===== src/hdl/svpwm_pkg.sv =====
// Shared constants and types for the space vector PWM timing unit.
package svpwm_pkg;

	localparam int VECTOR_WIDTH_DEF = 16;
	localparam int COUNT_WIDTH_DEF  = 16;
	localparam int HALF_PERIOD_RST  = 4200;

	localparam int KFRAC           = 20;
	localparam int INV_SQRT3_K     = 605396;
	localparam int TWO_INV_SQRT3_K = 1210791;
	localparam int STAGES          = 6;

	typedef enum logic [2:0] {
		SEC_1 = 3'd1,
		SEC_2 = 3'd2,
		SEC_3 = 3'd3,
		SEC_4 = 3'd4,
		SEC_5 = 3'd5,
		SEC_6 = 3'd6
	} sector_t;

	typedef struct packed {
		logic early;
		logic late;
	} stage_adv_t;

endpackage


===== src/hdl/svpwm_ifs.sv =====
// Channel interfaces: modulation vector in, compare values out, half-period write.
interface svpwm_vec_if #(parameter int VECTOR_WIDTH = 16);
	logic                           valid;
	logic                           ready;
	logic signed [VECTOR_WIDTH-1:0] alpha;
	logic signed [VECTOR_WIDTH-1:0] beta;

	modport source (output valid, output alpha, output beta, input ready);
	modport sink   (input valid, input alpha, input beta, output ready);
endinterface

interface svpwm_time_if #(parameter int COUNT_WIDTH = 16);
	logic                   valid;
	logic                   ready;
	logic [COUNT_WIDTH-1:0] time_a;
	logic [COUNT_WIDTH-1:0] time_b;
	logic [COUNT_WIDTH-1:0] time_c;
	logic [2:0]             sector;

	modport source (output valid, output time_a, output time_b, output time_c,
		output sector, input ready);
	modport sink   (input valid, input time_a, input time_b, input time_c,
		input sector, output ready);
endinterface

interface svpwm_cfg_if #(parameter int COUNT_WIDTH = 16);
	logic                   valid;
	logic                   ready;
	logic [COUNT_WIDTH-1:0] half_period;

	modport source (output valid, output half_period, input ready);
	modport sink   (input valid, input half_period, output ready);
endinterface


===== src/hdl/svpwm_sector.sv =====
// Stages 1 and 2: scaled vector terms, sector decision and active-vector term selection.
module svpwm_sector #(
	parameter int VECTOR_WIDTH = 16
) (
	input  logic                                          clk,
	input  svpwm_pkg::stage_adv_t                         adv,
	input  logic signed [VECTOR_WIDTH-1:0]                alpha,
	input  logic signed [VECTOR_WIDTH-1:0]                beta,
	output logic [VECTOR_WIDTH+svpwm_pkg::KFRAC-1:0]      xf_s2,
	output logic [VECTOR_WIDTH+svpwm_pkg::KFRAC-1:0]      xs_s2,
	output svpwm_pkg::sector_t                            sector_s2
);
	import svpwm_pkg::*;

	localparam int AW = VECTOR_WIDTH + KFRAC + 1;
	localparam logic signed [22:0] K1 = 23'(INV_SQRT3_K);
	localparam logic signed [22:0] K2 = 23'(TWO_INV_SQRT3_K);

	logic signed [AW-1:0] a_s1;
	logic signed [AW-1:0] b1_s1;
	logic signed [AW-1:0] b2_s1;

	logic signed [AW-1:0] nb1;
	logic signed [AW-1:0] amb;
	logic signed [AW-1:0] bma;
	logic signed [AW-1:0] apb;
	logic signed [AW-1:0] nab;
	logic signed [AW-1:0] nb2;
	logic signed [AW-1:0] tf;
	logic signed [AW-1:0] ts;
	logic                 aneg;
	logic                 bneg;
	sector_t              sec;

	always_ff @(posedge clk) begin
		if (adv.early) begin
			a_s1  <= AW'(alpha) <<< KFRAC;
			b1_s1 <= AW'(beta) * AW'(K1);
			b2_s1 <= AW'(beta) * AW'(K2);
		end
	end

	always_comb begin
		aneg = a_s1[AW-1];
		bneg = b1_s1[AW-1];
		nb1  = -b1_s1;
		amb  = a_s1 - b1_s1;
		bma  = b1_s1 - a_s1;
		apb  = a_s1 + b1_s1;
		nab  = -a_s1 - b1_s1;
		nb2  = -b2_s1;

		if (!bneg) begin
			if (!aneg) begin
				sec = (b1_s1 > a_s1) ? SEC_2 : SEC_1;
			end else begin
				sec = (nb1 > a_s1) ? SEC_3 : SEC_2;
			end
		end else begin
			if (!aneg) begin
				sec = (nb1 > a_s1) ? SEC_5 : SEC_6;
			end else begin
				sec = (b1_s1 > a_s1) ? SEC_4 : SEC_5;
			end
		end

		case (sec)
			SEC_1: begin
				tf = amb;
				ts = b2_s1;
			end
			SEC_2: begin
				tf = bma;
				ts = apb;
			end
			SEC_3: begin
				tf = b2_s1;
				ts = nab;
			end
			SEC_4: begin
				tf = nb2;
				ts = bma;
			end
			SEC_5: begin
				tf = nab;
				ts = amb;
			end
			default: begin
				tf = apb;
				ts = nb2;
			end
		endcase
	end

	// drop terms that are zero or negative
	always_ff @(posedge clk) begin
		if (adv.late) begin
			xf_s2     <= (!tf[AW-1] && (tf != '0)) ? tf[AW-2:0] : '0;
			xs_s2     <= (!ts[AW-1] && (ts != '0)) ? ts[AW-2:0] : '0;
			sector_s2 <= sec;
		end
	end

endmodule


===== src/hdl/svpwm_ontime.sv =====
// Stages 3 and 4: split product of one term with the half period, then truncating shift.
module svpwm_ontime #(
	parameter int VECTOR_WIDTH = 16,
	parameter int COUNT_WIDTH  = 16
) (
	input  logic                                     clk,
	input  svpwm_pkg::stage_adv_t                    adv,
	input  logic [VECTOR_WIDTH+svpwm_pkg::KFRAC-1:0] x,
	input  logic [COUNT_WIDTH-1:0]                   h,
	output logic [COUNT_WIDTH:0]                     t_s4
);
	import svpwm_pkg::*;

	localparam int XW  = VECTOR_WIDTH + KFRAC;
	localparam int PHW = VECTOR_WIDTH + COUNT_WIDTH;
	localparam int PLW = KFRAC + COUNT_WIDTH;
	localparam int SW  = XW + COUNT_WIDTH;
	localparam int PS  = VECTOR_WIDTH - 1 + KFRAC;

	logic [PHW-1:0] phi_s3;
	logic [PLW-1:0] plo_s3;
	logic [SW-1:0]  prod;

	always_ff @(posedge clk) begin
		if (adv.early) begin
			phi_s3 <= PHW'(x[XW-1:KFRAC]) * PHW'(h);
			plo_s3 <= PLW'(x[KFRAC-1:0]) * PLW'(h);
		end
	end

	assign prod = {phi_s3, {KFRAC{1'b0}}} + SW'(plo_s3);

	always_ff @(posedge clk) begin
		if (adv.late) begin
			t_s4 <= prod[PS +: COUNT_WIDTH+1];
		end
	end

endmodule


===== src/hdl/svpwm_compare.sv =====
// Stages 5 and 6: zero-vector time, compare values, saturation and phase ordering.
module svpwm_compare #(
	parameter int COUNT_WIDTH = 16
) (
	input  logic                   clk,
	input  svpwm_pkg::stage_adv_t  adv,
	input  logic [COUNT_WIDTH:0]   tf,
	input  logic [COUNT_WIDTH:0]   ts,
	input  svpwm_pkg::sector_t     sector,
	input  logic [COUNT_WIDTH-1:0] h,
	output logic [COUNT_WIDTH-1:0] time_a_s6,
	output logic [COUNT_WIDTH-1:0] time_b_s6,
	output logic [COUNT_WIDTH-1:0] time_c_s6,
	output svpwm_pkg::sector_t     sector_s6
);
	import svpwm_pkg::*;

	localparam int SMW = COUNT_WIDTH + 2;
	localparam int CIW = COUNT_WIDTH + 3;

	logic [SMW-1:0]         sum;
	logic [COUNT_WIDTH-1:0] diff;

	logic [COUNT_WIDTH-1:0] z_s5;
	logic [COUNT_WIDTH:0]   tf_s5;
	logic [SMW-1:0]         sum_s5;
	sector_t                sec_s5;

	logic [CIW-1:0]         c1;
	logic [CIW-1:0]         c2;
	logic [COUNT_WIDTH-1:0] q0;
	logic [COUNT_WIDTH-1:0] q1;
	logic [COUNT_WIDTH-1:0] q2;

	assign sum  = SMW'(tf) + SMW'(ts);
	assign diff = h - sum[COUNT_WIDTH-1:0];

	// clamp the zero-vector time at zero under overmodulation
	always_ff @(posedge clk) begin
		if (adv.early) begin
			z_s5   <= (sum >= SMW'(h)) ? '0 : (diff >> 1);
			tf_s5  <= tf;
			sum_s5 <= sum;
			sec_s5 <= sector;
		end
	end

	always_comb begin
		c1 = CIW'(z_s5) + CIW'(tf_s5);
		c2 = CIW'(z_s5) + CIW'(sum_s5);
		q0 = z_s5;
		q1 = (|c1[CIW-1:COUNT_WIDTH]) ? '1 : c1[COUNT_WIDTH-1:0];
		q2 = (|c2[CIW-1:COUNT_WIDTH]) ? '1 : c2[COUNT_WIDTH-1:0];
	end

	always_ff @(posedge clk) begin
		if (adv.late) begin
			sector_s6 <= sec_s5;
			case (sec_s5)
				SEC_1: begin
					time_a_s6 <= q0;
					time_b_s6 <= q1;
					time_c_s6 <= q2;
				end
				SEC_2: begin
					time_b_s6 <= q0;
					time_a_s6 <= q1;
					time_c_s6 <= q2;
				end
				SEC_3: begin
					time_b_s6 <= q0;
					time_c_s6 <= q1;
					time_a_s6 <= q2;
				end
				SEC_4: begin
					time_c_s6 <= q0;
					time_b_s6 <= q1;
					time_a_s6 <= q2;
				end
				SEC_5: begin
					time_c_s6 <= q0;
					time_a_s6 <= q1;
					time_b_s6 <= q2;
				end
				default: begin
					time_a_s6 <= q0;
					time_c_s6 <= q1;
					time_b_s6 <= q2;
				end
			endcase
		end
	end

endmodule


===== src/hdl/space_vector_pwm_timing_unit.sv =====
// Top level of the space vector PWM timing unit: handshake, half-period register, stages.
//
//   channel  dir  payload                          beat accepted when
//   cfg      in   half_period                      cfg.valid && cfg.ready (ready always high)
//   vec      in   alpha, beta                      vec.valid && vec.ready
//   pwm      out  time_a, time_b, time_c, sector   pwm.valid && pwm.ready
//
// One vector beat per cycle while the output is not stalled; a result is valid on pwm once
// it reaches the last stage register.
// Each stage advances when it is empty or the stage after it advances, so bubbles
// squeeze out and new beats enter while a finished result waits at the output.
// Reset clears all stage valid bits and loads half_period with 4200.
module space_vector_pwm_timing_unit #(
	parameter int VECTOR_WIDTH = svpwm_pkg::VECTOR_WIDTH_DEF,
	parameter int COUNT_WIDTH  = svpwm_pkg::COUNT_WIDTH_DEF
) (
	input logic          clk,
	input logic          arst_n,
	svpwm_cfg_if.sink    cfg,
	svpwm_vec_if.sink    vec,
	svpwm_time_if.source pwm
);
	import svpwm_pkg::*;

	localparam logic [COUNT_WIDTH-1:0] HP_RST = COUNT_WIDTH'(HALF_PERIOD_RST);
	localparam int XW = VECTOR_WIDTH + KFRAC;

	logic [COUNT_WIDTH-1:0] hp_q;
	logic [STAGES-1:0]      vld_s;
	logic [STAGES-1:0]      adv;

	stage_adv_t adv_sec;
	stage_adv_t adv_ont;
	stage_adv_t adv_cmp;

	logic [XW-1:0]          xf_s2;
	logic [XW-1:0]          xs_s2;
	sector_t                sector_s2;
	sector_t                sec_s3;
	sector_t                sec_s4;
	logic [COUNT_WIDTH:0]   tf_s4;
	logic [COUNT_WIDTH:0]   ts_s4;
	logic [COUNT_WIDTH-1:0] time_a_s6;
	logic [COUNT_WIDTH-1:0] time_b_s6;
	logic [COUNT_WIDTH-1:0] time_c_s6;
	sector_t                sector_s6;

	assign cfg.ready = 1'b1;

	always_ff @(posedge clk or negedge arst_n) begin
		if (!arst_n) begin
			hp_q <= HP_RST;
		end else if (cfg.valid) begin
			hp_q <= cfg.half_period;
		end
	end

	always_comb begin
		adv[STAGES-1] = !vld_s[STAGES-1] || pwm.ready;
		for (int k = STAGES - 2; k >= 0; k--) begin
			adv[k] = !vld_s[k] || adv[k+1];
		end
	end

	always_ff @(posedge clk or negedge arst_n) begin
		if (!arst_n) begin
			vld_s <= '0;
		end else begin
			vld_s <= (adv & {vld_s[STAGES-2:0], vec.valid}) | (~adv & vld_s);
		end
	end

	assign vec.ready = adv[0];

	assign adv_sec = '{early: adv[0], late: adv[1]};
	assign adv_ont = '{early: adv[2], late: adv[3]};
	assign adv_cmp = '{early: adv[4], late: adv[5]};

	svpwm_sector #(
		.VECTOR_WIDTH (VECTOR_WIDTH)
	) u_sector (
		.clk       (clk),
		.adv       (adv_sec),
		.alpha     (vec.alpha),
		.beta      (vec.beta),
		.xf_s2     (xf_s2),
		.xs_s2     (xs_s2),
		.sector_s2 (sector_s2)
	);

	svpwm_ontime #(
		.VECTOR_WIDTH (VECTOR_WIDTH),
		.COUNT_WIDTH  (COUNT_WIDTH)
	) u_ontime_f (
		.clk  (clk),
		.adv  (adv_ont),
		.x    (xf_s2),
		.h    (hp_q),
		.t_s4 (tf_s4)
	);

	svpwm_ontime #(
		.VECTOR_WIDTH (VECTOR_WIDTH),
		.COUNT_WIDTH  (COUNT_WIDTH)
	) u_ontime_s (
		.clk  (clk),
		.adv  (adv_ont),
		.x    (xs_s2),
		.h    (hp_q),
		.t_s4 (ts_s4)
	);

	always_ff @(posedge clk) begin
		if (adv[2]) begin
			sec_s3 <= sector_s2;
		end
		if (adv[3]) begin
			sec_s4 <= sec_s3;
		end
	end

	svpwm_compare #(
		.COUNT_WIDTH (COUNT_WIDTH)
	) u_compare (
		.clk       (clk),
		.adv       (adv_cmp),
		.tf        (tf_s4),
		.ts        (ts_s4),
		.sector    (sec_s4),
		.h         (hp_q),
		.time_a_s6 (time_a_s6),
		.time_b_s6 (time_b_s6),
		.time_c_s6 (time_c_s6),
		.sector_s6 (sector_s6)
	);

	assign pwm.valid  = vld_s[STAGES-1];
	assign pwm.time_a = time_a_s6;
	assign pwm.time_b = time_b_s6;
	assign pwm.time_c = time_c_s6;
	assign pwm.sector = sector_s6;

endmodule

===== src/flat_wrapper.sv =====
// flat-port wrapper written by rule: the top's interface ports become plain ports
module space_vector_pwm_timing_unit_flat import svpwm_pkg::*;
#(
	parameter int VECTOR_WIDTH = svpwm_pkg::VECTOR_WIDTH_DEF,
	parameter int COUNT_WIDTH  = svpwm_pkg::COUNT_WIDTH_DEF
)
  (clk, arst_n, cfg_valid, cfg_half_period, cfg_ready, vec_valid, vec_alpha, vec_beta, vec_ready, pwm_valid, pwm_time_a, pwm_time_b, pwm_time_c, pwm_sector, pwm_ready);
  svpwm_cfg_if #(.COUNT_WIDTH(COUNT_WIDTH)) cfg_i ();
  svpwm_vec_if #(.VECTOR_WIDTH(VECTOR_WIDTH)) vec_i ();
  svpwm_time_if #(.COUNT_WIDTH(COUNT_WIDTH)) pwm_i ();
  input logic clk;
  input logic arst_n;
  input wire logic [$bits(cfg_i.valid)-1:0] cfg_valid;
  input wire logic [$bits(cfg_i.half_period)-1:0] cfg_half_period;
  output wire logic [$bits(cfg_i.ready)-1:0] cfg_ready;
  input wire logic [$bits(vec_i.valid)-1:0] vec_valid;
  input wire logic [$bits(vec_i.alpha)-1:0] vec_alpha;
  input wire logic [$bits(vec_i.beta)-1:0] vec_beta;
  output wire logic [$bits(vec_i.ready)-1:0] vec_ready;
  output wire logic [$bits(pwm_i.valid)-1:0] pwm_valid;
  output wire logic [$bits(pwm_i.time_a)-1:0] pwm_time_a;
  output wire logic [$bits(pwm_i.time_b)-1:0] pwm_time_b;
  output wire logic [$bits(pwm_i.time_c)-1:0] pwm_time_c;
  output wire logic [$bits(pwm_i.sector)-1:0] pwm_sector;
  input wire logic [$bits(pwm_i.ready)-1:0] pwm_ready;
  assign cfg_i.valid = cfg_valid;
  assign cfg_i.half_period = cfg_half_period;
  assign cfg_ready = cfg_i.ready;
  assign vec_i.valid = vec_valid;
  assign vec_i.alpha = vec_alpha;
  assign vec_i.beta = vec_beta;
  assign vec_ready = vec_i.ready;
  assign pwm_valid = pwm_i.valid;
  assign pwm_time_a = pwm_i.time_a;
  assign pwm_time_b = pwm_i.time_b;
  assign pwm_time_c = pwm_i.time_c;
  assign pwm_sector = pwm_i.sector;
  assign pwm_i.ready = pwm_ready;
  space_vector_pwm_timing_unit #(.VECTOR_WIDTH(VECTOR_WIDTH), .COUNT_WIDTH(COUNT_WIDTH)) u_core (.clk(clk), .arst_n(arst_n), .cfg(cfg_i), .vec(vec_i), .pwm(pwm_i));
endmodule

===== config.mk =====
export PLATFORM = sky130hd
export DESIGN_NAME = space_vector_pwm_timing_unit_flat
export DESIGN_NICKNAME = d
export VERILOG_FILES = /design/src/hdl/svpwm_pkg.sv /design/src/hdl/svpwm_ifs.sv /design/src/hdl/svpwm_sector.sv /design/src/hdl/svpwm_ontime.sv /design/src/hdl/svpwm_compare.sv /design/src/hdl/space_vector_pwm_timing_unit.sv /design/src/flat_wrapper.sv
export SDC_FILE = /design/constraint.sdc
export NUM_CORES = 2
export LEC_CHECK = 0
export ABC_AREA = 1
export BUFFER_PORTS_ARGS = -buffer_cell sky130_fd_sc_hd__buf_2
export CAP_MARGIN = 20
export CORE_ASPECT_RATIO = 1.5
export CORE_UTILIZATION = 40
export CTS_BUF_LIST = sky130_fd_sc_hd__clkbuf_8
export CTS_CLUSTER_DIAMETER = 30
export DETAILED_ROUTE_END_ITERATION = 10
export HOLD_SLACK_MARGIN = 0.02
export MAX_ROUTING_LAYER = met4
export SYNTH_ARGS = -nofsm -noshare
export SYNTH_HDL_FRONTEND = slang
export SYNTH_SLANG_ARGS = --single-unit

===== constraint.sdc =====
create_clock -name clk -period 8.7 [get_ports clk]
set_input_delay 0.87 -clock clk [delete_from_list [all_inputs] [get_ports clk]]
set_output_delay 0.87 -clock clk [all_outputs]
set_load 0.05 [all_outputs]

## Word-level counts from Yosys, hierarchy flattened

Cells that the tools add are included.

| operators by class | value |
|---|---|
| add/sub/neg operators | 13 |
| multipliers | 6 |
| magnitude comparators | 3 |
| equality and inequality tests | 10 |
| muxes and demuxes | 14 |
| bitwise gates (word level) | 4 |
| reductions and logical operators | 26 |

Operator list:

| kind | count |
|---|---|
| $pmux W37 S5 | 2 |
| $add A52 B36 Y52 | 2 |
| $pmux W16 S2 | 3 |
| $gt A37 B36 Y1 | 2 |
| $neg A37 Y37 | 2 |
| $reduce_bool A37 Y1 | 2 |
| $mul A20 B16 Y36 | 2 |
| $mul A16 B16 Y32 | 2 |
| $add A36 B37 Y37 | 1 |
| $mul A16 B22 Y37 const B | 1 |
| $neg A36 Y37 | 1 |
| $sub A36 B37 Y37 | 1 |
| $sub A37 B36 Y37 | 1 |
| $sub A37 B37 Y37 | 1 |
| $mul A16 B19 Y35 const B | 1 |
| $mux W16 | 2 |
| $add A16 B18 Y19 | 1 |
| $add A16 B17 Y18 | 1 |
| $add A17 B17 Y18 | 1 |
| $ge A18 B16 Y1 | 1 |
| $sub A16 B16 Y16 | 1 |
| $and A6 B6 Y6 | 2 |
| $eq A3 B2 Y1 const B | 4 |
| $eq A3 B3 Y1 const B | 4 |
| other kinds (11) | 35 |

| word-level totals | value |
|---|---|
| flip-flop bits (word level) | 466 |
| input port bits | 53 |
| output and inout port bits | 54 |
| logic and storage cells | 101 |

## Depth between registers and ports, before layout

| depth | value |
|---|---|
| word-level depth | 10 |
| depth in mapped cells | 41 |
| mapped depth without buffers | 39 |

## Cells and area by module

From an unflattened synthesis, not the netlist that was laid out.

| unflattened totals | value |
|---|---|
| cell total of the unflattened synthesis | 10553 |
| area total of the unflattened synthesis | 80343.3 um2 |

By module, submodules not included:

| module | instances | cells each | area an instance (um2) |
|---|---|---|---|
| svpwm_sector | 1 | 3501 | 25390.6 |
| svpwm_ontime (u_core.u_ontime_f) | 1 | 2959 | 22745.6 |
| svpwm_ontime (u_core.u_ontime_s) | 1 | 2950 | 22720.5 |
| svpwm_compare | 1 | 1076 | 8399.3 |
| space_vector_pwm_timing_unit | 1 | 67 | 1087.3 |

## Worst setup path after synthesis

OpenSTA, ideal clock, no wires.

| path | value |
|---|---|
| kind | input to output |
| from | input pwm_ready |
| to | output vec_ready |
| data arrival time | 8538 ps |
| path slack | -708 ps |
| cell stages on the path | 10 |
| cell sequence | nor2_1 > inv_1 > nor2_1 > inv_1 > nor2_1 > inv_1 > nor2_1 > inv_1 > nor2_1 > nand2_1 |

| on the way | value |
|---|---|
| cells in the longest elaborated chain, start to end | 6 |

Ends and longest elaborated chain:

| element | RTL line | text |
|---|---|---|
| from (decl) | flat_wrapper.sv:25 | `input wire logic [$bits(pwm_i.ready)-1:0] pwm_ready;` |
| $logic_or A1 B1 Y1 | space_vector_pwm_timing_unit.sv:59 | `adv[STAGES-1] = !vld_s[STAGES-1] \|\| pwm.ready;` |
| via u_core.adv[5] | space_vector_pwm_timing_unit.sv:30 | `logic [STAGES-1:0] adv;` |
| $logic_or A1 B1 Y1 | space_vector_pwm_timing_unit.sv:61 | `adv[k] = !vld_s[k] \|\| adv[k+1];` |
| via u_core.adv[4] | space_vector_pwm_timing_unit.sv:30 |  |
| $logic_or A1 B1 Y1 | space_vector_pwm_timing_unit.sv:61 |  |
| via u_core.adv[3] | space_vector_pwm_timing_unit.sv:30 |  |
| $logic_or A1 B1 Y1 | space_vector_pwm_timing_unit.sv:61 |  |
| via u_core.adv[2] | space_vector_pwm_timing_unit.sv:30 |  |
| $logic_or A1 B1 Y1 (2 in a row) | space_vector_pwm_timing_unit.sv:61 |  |
| to (decl) | flat_wrapper.sv:19 | `output wire logic [$bits(vec_i.ready)-1:0] vec_ready;` |

The timed path passes the listed nets, and every way through them passes these cells.

## Worst setup path after layout

| path | value |
|---|---|
| from | register u_core.u_sector.b2_s1[0] |
| to | register u_core.u_sector.xs_s2[11] in the netlist's numbering, data pin |

| on the way | value |
|---|---|
| cells in the longest elaborated chain, start to end | 4 |

Ends and longest elaborated chain:

| element | RTL line | text |
|---|---|---|
| from (decl) | svpwm_sector.sv:21 | `logic signed [AW-1:0] b2_s1;` |
| from (signal assigned) | svpwm_sector.sv:39 | `b2_s1 <= AW'(beta) * AW'(K2);` |
| $neg A37 Y37 | svpwm_sector.sv:51 | `nb2 = -b2_s1;` |
| $pmux W37 S5 (*) | svpwm_sector.sv:67 | `case (sec)` |
| $reduce_bool A37 Y1 or $logic_not A1 Y1 (tied branches) | svpwm_sector.sv:99 | `xs_s2 <= (!ts[AW-1] && (ts != '0)) ? ts[AW-2:0] : '0;` |
| $logic_and A1 B1 Y1 | svpwm_sector.sv:99 |  |
| to (signal assigned) | svpwm_sector.sv:99 |  |
| to (decl) | svpwm_sector.sv:10 | `output logic [VECTOR_WIDTH+svpwm_pkg::KFRAC-1:0] xs_s2,` |

Every way passes the cells marked *; elsewhere a longest branch is shown, timed or not.
A chain may end at the register's enable or synchronous reset.

==> flow_summary.yaml <==
clock_network:
  cts.sinks: 424
  cts_setup_buffers: 0
  clk_root_buffer_cell: "clkbuf_8"
  holdBufCountCts: 0
  cts_tree: "done"
  clock_latency_ns: 0.86
  numCtsBuffers: 97
  cts_resized: 0
  clockBufferDepth: 3
  clk_pin_slew_ns: 0.06
  htreeDepth: 3
die:
  dieArea_um2: 191800
  io_pins: 107
  die_width_um: 358.0
  dieHeight_um: 535.9
  placementRows: 195
  core_um2: 188400
  start_util_pct: 40.36
synthesis:
  synth_area_leaders: "fa_1, edfxtp_1, ha_1"
  ys_ff_latch: 424
  avgSynthCellArea_um2: 7.926
  ys_seq_area_share_pct: 16.61
  synthesis.instances: 9591
  synth_enable_flop_cells: 402
  synth_fp_nets: 11570
  synth_area_um2: 76020
  yosys_warnings: 0
  ys_dominant_reg_cell: "edfxtp_1"
  synth_cell_types: 60
  synth_top_area_share_pct: 27.39
  ys_async_sr_fraction_pct: 5.189
  yosys.area.top_type: "fa_1"
drt:
  dr.pass1.iters: 9
  wire_per_inst_um: 21.64
  first_iter_violations: 4078
  viasPerCell: 5.220
  wirelength_um: 262200
  route.detailed.drc: 0
  ant_nets: 0
  dr_total_vias: 63240
place:
  hpwl_um: 213900
  port_buffers: 105
  placedCellCount: 11930
  gp_congestion: 1.004
setup_path:
  crit_required_ns: 9.25
  cp-start-kind: "register"
  arrival_ns: 8.13
  critPathMaxStageDelay_ns: 0.66
  crit_type: "register to register"
  worst-r2r-setup-slack_ns: 1.11
  crit_path_frequent_cell: "nand2_1"
  crit_fanout: 24
  end_kind: "register"
  slowest_stage: "edfxtp_1"
min_path:
  min_path_type: "input port to asynchronous set/reset pin"
timing:
  slew_viol_final: 0
  finalSetupTns_ns: 0
  fin_crit_sh_pct: 87.19
  slew_headroom_pct: 19.25
  fmax_mhz: 131.8
  setup_viol: 0
  rsz0062_at_grt: "false"
  finalHoldViolations: 0
  fin_skew_ns: 0.07854
  worst_slew_pin_slew_ns: 1.211
  final.min_clock_period_ns: 7.586
grt:
  grt_util_all_layers_pct: 28.42
  grt_pass1_vias: 68200
  antenna_found_initial: 4
  grt_max_degree: 74
  gr-total-overflow: 0
  grt_pass1_wl_um: 396700
finish:
  area_delta_synth_final_pct: 7.377
  layout-drive-gt1-share_pct: 5.100
  final_cells: 12120
  final_nets: 11540
flow_run:
  max-cap-violations: 0
run_status:
  outcome: "completed"
[placed cells by master (no fill, tap or decap), drive strengths merged, types with 101 or more instances in the layout]
cell / netlist / final
fa: 1040 / 1040
o21ai: 208 / 208
buf: 57 / 239
ha: 884 / 884
nor2: 574 / 574
inv: 2194 / 2223
nand3: 343 / 343
clkbuf: 308 / 101
xor2: 253 / 253
a21oi: 386 / 386
nand4: 131 / 131
nand2: 2420 / 2420
edfxtp: 402 / 402
[layout make-up]
| cell class | count | area (µm²) |
|---|---|---|
| multi-input cells | 6605 | 53660 |
| repair buffers | 239 | 1694 |
| diodes | 5 | 12.51 |
| inverters | 2197 | 8249 |
| clock inverters | 82 | 898.4 |
| flip-flops and latches | 424 | 12640 |
| well taps | 2462 | 3080 |
| clock buffers | 101 | 1390 |
| fillers | 19090 | 106700 |
[critical path, delay by kind of cell (launching register included)]
family,cells,cell delay (ns)
simple gates,26,4.00
flops,1,0.66
fa+ha+maj,2,0.69
buf+inv,6,1.51
compound gates,1,0.19
xor+xnor,1,0.18
[routing by layer]
layer / up-vias / wire, µm / track usage [%]
met5: - / 0 / -
met4: 0 / 23010 / 20.75
met3: 860 / 11580 / 3.197
met2: 2100 / 138300 / 51.96
met1: 31090 / 89350 / 27.36
li1: 29190 / - / -
[stage by stage]
| step | cell area, µm² | utilization, % | setup WS, ns | hold WS (ns) |
|---|---|---|---|---|
| 6_report | 81630 | 43.34 | 1.114 | 0.1215 |
| 5_1_grt | 81630 | 43.34 | 0.5295 | 0.1258 |
| 4_1_cts | 81620 | 43.33 | 1.095 | 0.06261 |
| 3_5_place_dp | 79330 | 42.12 | 1.192 | 0.4071 |
| 3_3_place_gp | 79320 | 42.11 | 1.219 | 0.4050 |
| 2_1_floorplan | 76020 | - | 0.1553 | 0.4003 |
[kinds of logic after synthesis]
group / after synthesis / share of synthesized area (%)
xor+xnor: 329 / 3.790
buf+inv: 2562 / 12.82
compound gates: 750 / 5.463
simple gates: 3601 / 19.37
other cells: 1 / 0.004933
flops: 424 / 16.61
fa+ha+maj: 1924 / 41.94
[registers in the layout (all words and copies together) (netlist names), 17 cells and up, named ones only]
| signal | flops |
|---|---|
| u_core.u_ontime_f.phi_s3 | 32 |
| u_core.u_ontime_f.t_s4 | 17 |
| u_core.u_compare.sum_s5 | 18 |
| u_core.u_sector.xf_s2 | 36 |
| u_core.u_sector.b1_s1 | 34 |
| u_core.u_sector.xs_s2 | 36 |
| u_core.u_sector.b2_s1 | 37 |
| u_core.u_ontime_s.t_s4 | 17 |
| u_core.u_compare.tf_s5 | 17 |
| u_core.u_ontime_s.phi_s3 | 32 |
[final timing paths]
check                                        endpoint  depth (start not counted)                startpoint
max in group asynchronous              u_core.hp_q[7]                          1                    arst_n
setup / recovery            u_core.u_sector.xs_s2[11]                         36  u_core.u_sector.b2_s1[0]
hold reg to reg            u_core.u_compare.sec_s5[1]                          0          u_core.sec_s4[1]
hold / removal                         u_core.hp_q[8]                          1                    arst_n
setup reg to reg            u_core.u_sector.xs_s2[11]                         36  u_core.u_sector.b2_s1[0]
min in group clk             u_core.u_sector.a_s1[34]                          1             vec_alpha[14]
[synth_stat cells, types with 14 or more instances]
master / number
or2_2: 15
inv_1: 2183
nand3b_1: 25
nor4_1: 16
nor3_1: 49
nand4_1: 131
xnor2_1: 76
dfrtp_1: 18
a31oi_1: 34
o21bai_1: 23
buf_2: 39
nor2_1: 560
ha_1: 884
a21oi_1: 385
nand2_1: 2410
xor2_1: 253
clkbuf_1: 308
o211ai_1: 14
a21o_1: 21
o21ai_0: 200
fa_1: 1040
edfxtp_1: 402
nand3_1: 339
Power is not shown: default switching activity piles up to over one toggle a cycle in this logic, so the estimate is an artifact.
